$ cat config.mk
export PLATFORM = sky130hd
export DESIGN_NAME = float_multiplier_mixed_format_unit
export DESIGN_NICKNAME = d
export VERILOG_FILES = /design/src/rtl/core/fmmf_pkg.sv /design/src/rtl/core/float_multiplier_mixed_format_unit.sv
export SDC_FILE = /design/constraint.sdc
export NUM_CORES = 2
export LEC_CHECK = 0
export BUFFER_PORTS_ARGS = -buffer_cell sky130_fd_sc_hd__buf_2
export CELL_PAD_IN_SITES_DETAIL_PLACEMENT = 1
export CELL_PAD_IN_SITES_GLOBAL_PLACEMENT = 1
export CORE_UTILIZATION = 50
export DETAILED_ROUTE_END_ITERATION = 10
export PLACE_DENSITY = 0.92
export SYNTH_ARGS = -nofsm -noshare
export SYNTH_HDL_FRONTEND = slang
export SYNTH_SLANG_ARGS = --single-unit
$ cat constraint.sdc
create_clock -name aclk -period 18.3 [get_ports aclk]
set_input_delay 2.745 -clock aclk [delete_from_list [all_inputs] [get_ports aclk]]
set_output_delay 2.745 -clock aclk [all_outputs]
set_load 0.1 [all_outputs]
$ cat src/rtl/core/fmmf_pkg.sv
// formats, widths, types and helpers of the mixed format float multiplier
// used by the top level and its checker; depends on nothing
`timescale 1ns / 1ps

package fmmf_pkg;

    // operand formats
    localparam int EXP_BITS_X = 8;
    localparam int MAN_BITS_X = 23;
    localparam int EXP_BITS_Y = 8;
    localparam int MAN_BITS_Y = 23;

    // result format takes the wider of each field
    localparam int RES_EXP_BITS = (EXP_BITS_X > EXP_BITS_Y) ? EXP_BITS_X : EXP_BITS_Y;
    localparam int RES_MAN_BITS = (MAN_BITS_X > MAN_BITS_Y) ? MAN_BITS_X : MAN_BITS_Y;

    localparam int BIAS_X = (1 << (EXP_BITS_X - 1)) - 1;
    localparam int BIAS_Y = (1 << (EXP_BITS_Y - 1)) - 1;
    localparam int BIAS_R = (1 << (RES_EXP_BITS - 1)) - 1;

    // significands are left aligned in a common width before the multiply
    localparam int SIG_W = RES_MAN_BITS + 1;
    localparam int LZ_W  = $clog2(SIG_W + 1);
    localparam int PROD_W = 2 * SIG_W;
    localparam int EB_W  = RES_EXP_BITS + $clog2(SIG_W) + 4;
    localparam int DROP_MAX = PROD_W + 1;
    localparam int DROP_W = $clog2(DROP_MAX + 1);
    localparam int Q_W = RES_MAN_BITS + 2;

    localparam logic [RES_EXP_BITS-1:0] RES_EXP_MAX = {RES_EXP_BITS{1'b1}};

    // rounding modes
    localparam logic [1:0] RM_UP   = 2'd0;
    localparam logic [1:0] RM_DOWN = 2'd1;
    localparam logic [1:0] RM_ZERO = 2'd2;
    localparam logic [1:0] RM_EVEN = 2'd3;

    typedef enum logic [1:0] {
        KIND_NUM,
        KIND_NAN,
        KIND_INF,
        KIND_ZERO
    } kind_t;

    // leading zero count of a significand
    function automatic logic [LZ_W-1:0] lzc(input logic [SIG_W-1:0] v);
        logic [LZ_W-1:0] n;
        logic            hit;
        n   = LZ_W'(SIG_W);
        hit = 1'b0;
        for (int i = SIG_W - 1; i >= 0; i--) begin
            if (!hit && v[i]) begin
                n   = LZ_W'(SIG_W - 1 - i);
                hit = 1'b1;
            end
        end
        return n;
    endfunction

endpackage

$ cat src/rtl/core/float_multiplier_mixed_format_unit.sv
// mixed format float multiplier, four stage pipeline
// depends on fmmf_pkg
`timescale 1ns / 1ps

//  channel   signals                                   handshake
//  input     s_x_*, s_y_*                              s_valid / s_ready
//  result    m_prod_sign, m_prod_exp, m_prod_man       m_valid / m_ready
//  config    cfg_we, cfg_wdata (rounding mode)         write enable only
//
// one word per cycle from input word to result word while the output register is free or taken
// stage 1 decodes and normalizes operands, stage 2 is the 24x24 multiplier,
// stage 3 is the alignment shifter, stage 4 rounds into the output register
// all stages advance together whenever the output register is free or taken
// reset clears the stage valid bits and sets round to nearest even

module float_multiplier_mixed_format_unit
    import fmmf_pkg::*;
(
    input  logic                    aclk,
    input  logic                    aresetn,
    input  logic                    cfg_we,
    input  logic [1:0]              cfg_wdata,
    input  logic                    s_valid,
    output logic                    s_ready,
    input  logic                    s_x_sign,
    input  logic [EXP_BITS_X-1:0]   s_x_exp,
    input  logic [MAN_BITS_X-1:0]   s_x_man,
    input  logic                    s_y_sign,
    input  logic [EXP_BITS_Y-1:0]   s_y_exp,
    input  logic [MAN_BITS_Y-1:0]   s_y_man,
    output logic                    m_valid,
    input  logic                    m_ready,
    output logic                    m_prod_sign,
    output logic [RES_EXP_BITS-1:0] m_prod_exp,
    output logic [RES_MAN_BITS-1:0] m_prod_man
);

    logic [1:0] rm_reg;
    logic       adv;

    logic                    v1_reg, v2_reg, v3_reg, vo_reg;
    logic                    s1_reg, s2_reg, s3_reg;
    kind_t                   k1_reg, k2_reg, k3_reg;
    logic [SIG_W-1:0]        mx1_reg, my1_reg;
    logic signed [EB_W-1:0]  eb1_reg, eb2_reg;
    logic [PROD_W-1:0]       p2_reg;
    logic [Q_W-1:0]          q3_reg;
    logic                    g3_reg, t3_reg;
    logic signed [EB_W-1:0]  be3_reg;
    logic                    so_reg;
    logic [RES_EXP_BITS-1:0] eo_reg;
    logic [RES_MAN_BITS-1:0] mo_reg;

    // whole pipeline moves when the output word is free or taken
    assign adv     = !vo_reg || m_ready;
    assign s_ready = adv;

    // rounding mode register
    always_ff @(posedge aclk) begin
        if (!aresetn) begin
            rm_reg <= RM_EVEN;
        end else if (cfg_we) begin
            rm_reg <= cfg_wdata;
        end
    end

    // stage 1: classify operands, left align significands
    logic                   xnan, ynan, xinf, yinf, xzero, yzero;
    logic [SIG_W-1:0]       xsig, ysig, mx_next, my_next;
    logic [LZ_W-1:0]        lzx, lzy;
    logic signed [EB_W-1:0] fx, fy, eb1_next;
    kind_t                  k1_next;

    always_comb begin
        xnan  = (s_x_exp == {EXP_BITS_X{1'b1}}) && (s_x_man != '0);
        ynan  = (s_y_exp == {EXP_BITS_Y{1'b1}}) && (s_y_man != '0);
        xinf  = (s_x_exp == {EXP_BITS_X{1'b1}}) && (s_x_man == '0);
        yinf  = (s_y_exp == {EXP_BITS_Y{1'b1}}) && (s_y_man == '0);
        xzero = (s_x_exp == '0) && (s_x_man == '0);
        yzero = (s_y_exp == '0) && (s_y_man == '0);
        if (xnan || ynan || (xinf && yzero) || (xzero && yinf)) begin
            k1_next = KIND_NAN;
        end else if (xinf || yinf) begin
            k1_next = KIND_INF;
        end else if (xzero || yzero) begin
            k1_next = KIND_ZERO;
        end else begin
            k1_next = KIND_NUM;
        end
        xsig = SIG_W'({(s_x_exp != '0), s_x_man}) << (SIG_W - MAN_BITS_X - 1);
        ysig = SIG_W'({(s_y_exp != '0), s_y_man}) << (SIG_W - MAN_BITS_Y - 1);
        lzx  = lzc(xsig);
        lzy  = lzc(ysig);
        mx_next = xsig << lzx;
        my_next = ysig << lzy;
        // scale of each aligned significand: value = sig * 2^f
        fx = EB_W'((s_x_exp != '0) ? s_x_exp : EXP_BITS_X'(1))
           - EB_W'(lzx) - EB_W'(SIG_W - 1 + BIAS_X);
        fy = EB_W'((s_y_exp != '0) ? s_y_exp : EXP_BITS_Y'(1))
           - EB_W'(lzy) - EB_W'(SIG_W - 1 + BIAS_Y);
        eb1_next = fx + fy + EB_W'(BIAS_R);
    end

    always_ff @(posedge aclk) begin
        if (adv) begin
            s1_reg  <= s_x_sign ^ s_y_sign;
            k1_reg  <= k1_next;
            mx1_reg <= mx_next;
            my1_reg <= my_next;
            eb1_reg <= eb1_next;
        end
    end

    // stage 2: significand multiply
    always_ff @(posedge aclk) begin
        if (adv) begin
            s2_reg  <= s1_reg;
            k2_reg  <= k1_reg;
            p2_reg  <= mx1_reg * my1_reg;
            eb2_reg <= eb1_reg;
        end
    end

    // stage 3: exponent and right shift into result precision
    logic                   h3;
    logic signed [EB_W-1:0] be3_next, drop_full;
    logic [DROP_W-1:0]      drop;
    logic [2*PROD_W-1:0]    ext;

    always_comb begin
        h3 = p2_reg[PROD_W-1];
        be3_next = eb2_reg + EB_W'(PROD_W - 2) + EB_W'(h3);
        drop_full = ((be3_next >= EB_W'(1)) ? be3_next : EB_W'(1))
                  - eb2_reg - EB_W'(RES_MAN_BITS);
        drop = (drop_full > EB_W'(DROP_MAX)) ? DROP_W'(DROP_MAX) : DROP_W'(drop_full);
        ext = {p2_reg, {PROD_W{1'b0}}} >> drop;
    end

    always_ff @(posedge aclk) begin
        if (adv) begin
            s3_reg  <= s2_reg;
            k3_reg  <= k2_reg;
            be3_reg <= be3_next;
            q3_reg  <= ext[PROD_W+Q_W-1:PROD_W];
            g3_reg  <= ext[PROD_W-1];
            t3_reg  <= |ext[PROD_W-2:0];
        end
    end

    // stage 4: round, renormalize, overflow and special words
    logic                    inc;
    logic [Q_W-1:0]          q1;
    logic signed [EB_W-1:0]  bef;
    logic [RES_MAN_BITS-1:0] manf;
    logic [RES_EXP_BITS-1:0] eo_next;
    logic [RES_MAN_BITS-1:0] mo_next;

    always_comb begin
        case (rm_reg)
            RM_UP:   inc = !s3_reg && (g3_reg || t3_reg);
            RM_DOWN: inc = s3_reg && (g3_reg || t3_reg);
            RM_ZERO: inc = 1'b0;
            default: inc = g3_reg && (t3_reg || q3_reg[0]);
        endcase
        q1 = q3_reg + Q_W'(inc);
        if (be3_reg >= EB_W'(1)) begin
            if (q1[Q_W-1]) begin
                bef  = be3_reg + EB_W'(1);
                manf = q1[RES_MAN_BITS:1];
            end else begin
                bef  = be3_reg;
                manf = q1[RES_MAN_BITS-1:0];
            end
        end else begin
            bef  = EB_W'(q1[RES_MAN_BITS]);
            manf = q1[RES_MAN_BITS-1:0];
        end
        case (k3_reg)
            KIND_NAN: begin
                eo_next = RES_EXP_MAX;
                mo_next = RES_MAN_BITS'(1);
            end
            KIND_INF: begin
                eo_next = RES_EXP_MAX;
                mo_next = '0;
            end
            KIND_ZERO: begin
                eo_next = '0;
                mo_next = '0;
            end
            default: begin
                if (bef >= EB_W'({1'b0, RES_EXP_MAX})) begin
                    eo_next = RES_EXP_MAX;
                    mo_next = '0;
                end else begin
                    eo_next = bef[RES_EXP_BITS-1:0];
                    mo_next = manf;
                end
            end
        endcase
    end

    always_ff @(posedge aclk) begin
        if (adv) begin
            so_reg <= s3_reg;
            eo_reg <= eo_next;
            mo_reg <= mo_next;
        end
    end

    // valid bits travel with the words
    always_ff @(posedge aclk) begin
        if (!aresetn) begin
            v1_reg <= 1'b0;
            v2_reg <= 1'b0;
            v3_reg <= 1'b0;
            vo_reg <= 1'b0;
        end else if (adv) begin
            v1_reg <= s_valid;
            v2_reg <= v1_reg;
            v3_reg <= v2_reg;
            vo_reg <= v3_reg;
        end
    end

    assign m_valid     = vo_reg;
    assign m_prod_sign = so_reg;
    assign m_prod_exp  = eo_reg;
    assign m_prod_man  = mo_reg;

endmodule

==> results.json <==
{
  "arrival_ps": 10950,
  "ys_seq_area_frac": 0.180,
  "r2r_slack_ps": 7650,
  "layout.nets": 4678,
  "timing.rr.start": "p2_reg[47]",
  "hold_buffers": 0,
  "ys_types": 86,
  "boundaryPins": 105,
  "worstRegToRegCells": 31,
  "dieArea_mm2": 0.0708,
  "routed_wl_um": 145000,
  "dieWidth_um": 266,
  "crit_required_ps": 18600,
  "grt_antenna_before_repair": 11,
  "ys.flop_type": "edfxtp_1",
  "maxCapViolCount": 0,
  "synth-edff-count": 205,
  "period_minus_slack_ps": 10650,
  "gp_congestion": 0.968,
  "yosysMostFrequentCell": "inv_1",
  "largest_register_ffs": 48,
  "yosysWarnings": 0,
  "core_mm2": 0.0688,
  "start_util": 0.507,
  "max_clock_freq_ghz": 0.0939,
  "finalSetupViolations": 0,
  "clock_sinks": 211,
  "postCtsSetupRepairBufs": 0,
  "status": "finished clean",
  "die_h_um": 266,
  "cts_tree": "done",
  "cpMaxStageDelayCell": "xor2_1",
  "reg2reg_to": "t3_reg",
  "portBuffers": 104,
  "grt_pass1_wl_um": 219000,
  "cts_buffers": 25,
  "critPathMaxFanout": 41,
  "synth_cells": 3907,
  "dr.pass1.iters": 6,
  "final-hold-violation-count": 0,
  "ys_ff_latch": 211,
  "track_usage": 0.411,
  "root_buffer": "clkbuf_16",
  "synth_top_cell_area_share": 0.279,
  "wire_per_inst_um": 30.0,
  "vias": 32792,
  "drt-initial-drc-count": 3690,
  "hold_path_class": "register to register",
  "fin_crit_sh": 0.582,
  "grt_pass1_vias": 36092,
  "slew_headroom": 0.180,
  "post_cts_resized": 0,
  "cts_buffer_depth": 3,
  "synthArstFlopShare": 0,
  "worst_pin_slew_ps": 1220,
  "setup.worst_path.class": "register to register",
  "num_rows": 96,
  "clk_pin_slew_worst_paths_ps": 70,
  "endpoint_kind": "register",
  "area_delta_synth_final_pct": 6.20,
  "drc": 0,
  "crit_end": "t3_reg",
  "grt_max_degree": 78,
  "via_per_inst": 6.77,
  "avgSynthCellArea_um2": 8.93,
  "h-tree-depth": 1,
  "final_layout_size_suffix_gt1_frac": 0.0714,
  "clock-skew-final_ps": 26.0,
  "hpwl_um": 96900,
  "final_antenna_net_count": 0,
  "clk_latency_ps": 590,
  "synth_area_mm2": 0.0349,
  "yosysTopAreaCell": "fa_1",
  "max_stage_delay_ps": 870,
  "synth_area_leaders": "fa_1, edfxtp_1, ha_1",
  "postSynthNetCount": 4696,
  "rsz0062_at_grt": "false",
  "grt-ovfl-total": 0,
  "drv_slew": 0,
  "ys_top_cells_by_count": "inv_1, nand2_1, fa_1",
  "fin_tns_setup_ps": 0,
  "startpoint_type": "register",
  "startpoint": "p2_reg[47]"
}
worst max-delay path, delay by kind of cell, from the launching register on:
family / cells / cell delay [ps]
compound gates: 6 / 1330
xor+xnor: 2 / 1040
fa+ha+maj: 5 / 1300
buf+inv: 4 / 650
flops: 1 / 480
simple gates: 14 / 5550
cells in the final DEF, fill, tap and decap left out, drive strengths merged, types with 22 or more instances in the layout:
cell type,count
a21oi,165
ha,232
nor2,199
clkbuf,25
fa,486
mux2i,134
nand4,23
o21ai,90
o211ai,41
xor2,42
a211oi,43
and3,23
nand3,51
a22oi,22
mux2,32
edfxtp,205
nand2b,25
o22ai,45
a21o,29
buf,169
nor2b,26
o221ai,23
nor3,54
nand2,560
xnor2,67
inv,590
and2,228
worst min path at each step:
stage,start,endpoint,slack [ps],cells after the start
detailed placement,s2_reg,s3_reg,410,0
CTS,s2_reg,s3_reg,420,0
finish,k1_reg[1],k2_reg[1],420,0
floorplan,eb1_reg[0],eb2_reg[0],400,0
global route,k1_reg[1],k2_reg[1],420,0
global placement,eb1_reg[10],eb2_reg[10],400,0
cells by family (layout without fill, tap and decap cells):
kind of cell / Yosys count / count (layout) / synth area share
compound gates: 640 / 640 / 0.124
other cells: 1 / 8 / 0.000107
flops: 211 / 211 / 0.180
simple gates: 1260 / 1260 / 0.169
mux: 166 / 166 / 0.0488
fa+ha+maj: 718 / 718 / 0.362
xor+xnor: 109 / 109 / 0.0274
buf+inv: 802 / 800 / 0.0884
per-stage QoR:
step	utilization	hold WS [ps]	instance area [um2]	worst slack (ps)	instances
3_3_place_gp	0.526	402	36200	8740	4793
2_1_floorplan	-	400	34900	6240	3907
4_1_cts	0.538	421	37000	7990	4836
6_report	0.538	418	37100	7650	4843
5_1_grt	0.538	420	37000	7210	4838
3_5_place_dp	0.526	407	36200	8140	4793
per-layer routing:
metal	share of wire	vias to the layer above	global-route usage
li1	-	12909	-
met2	0.46	2704	0.662
met5	0.00058	-	0
met1	0.33	16066	0.452
met4	0.093	12	0.314
met3	0.12	1101	0.135
layout make-up:
type,instances,area (um2)
Multi-Input combinational cell,2894,25600
Fill cell,7945,31800
Inverter,588,2210
Clock inverter,18,181
Sequential cell,211,6280
Tap cell,931,1160
Timing Repair Buffer,169,1010
Clock buffer,25,626
Antenna cell,7,17.5
Power is not shown: default switching activity piles up to over one toggle a cycle in this logic, so the estimate is an artifact.
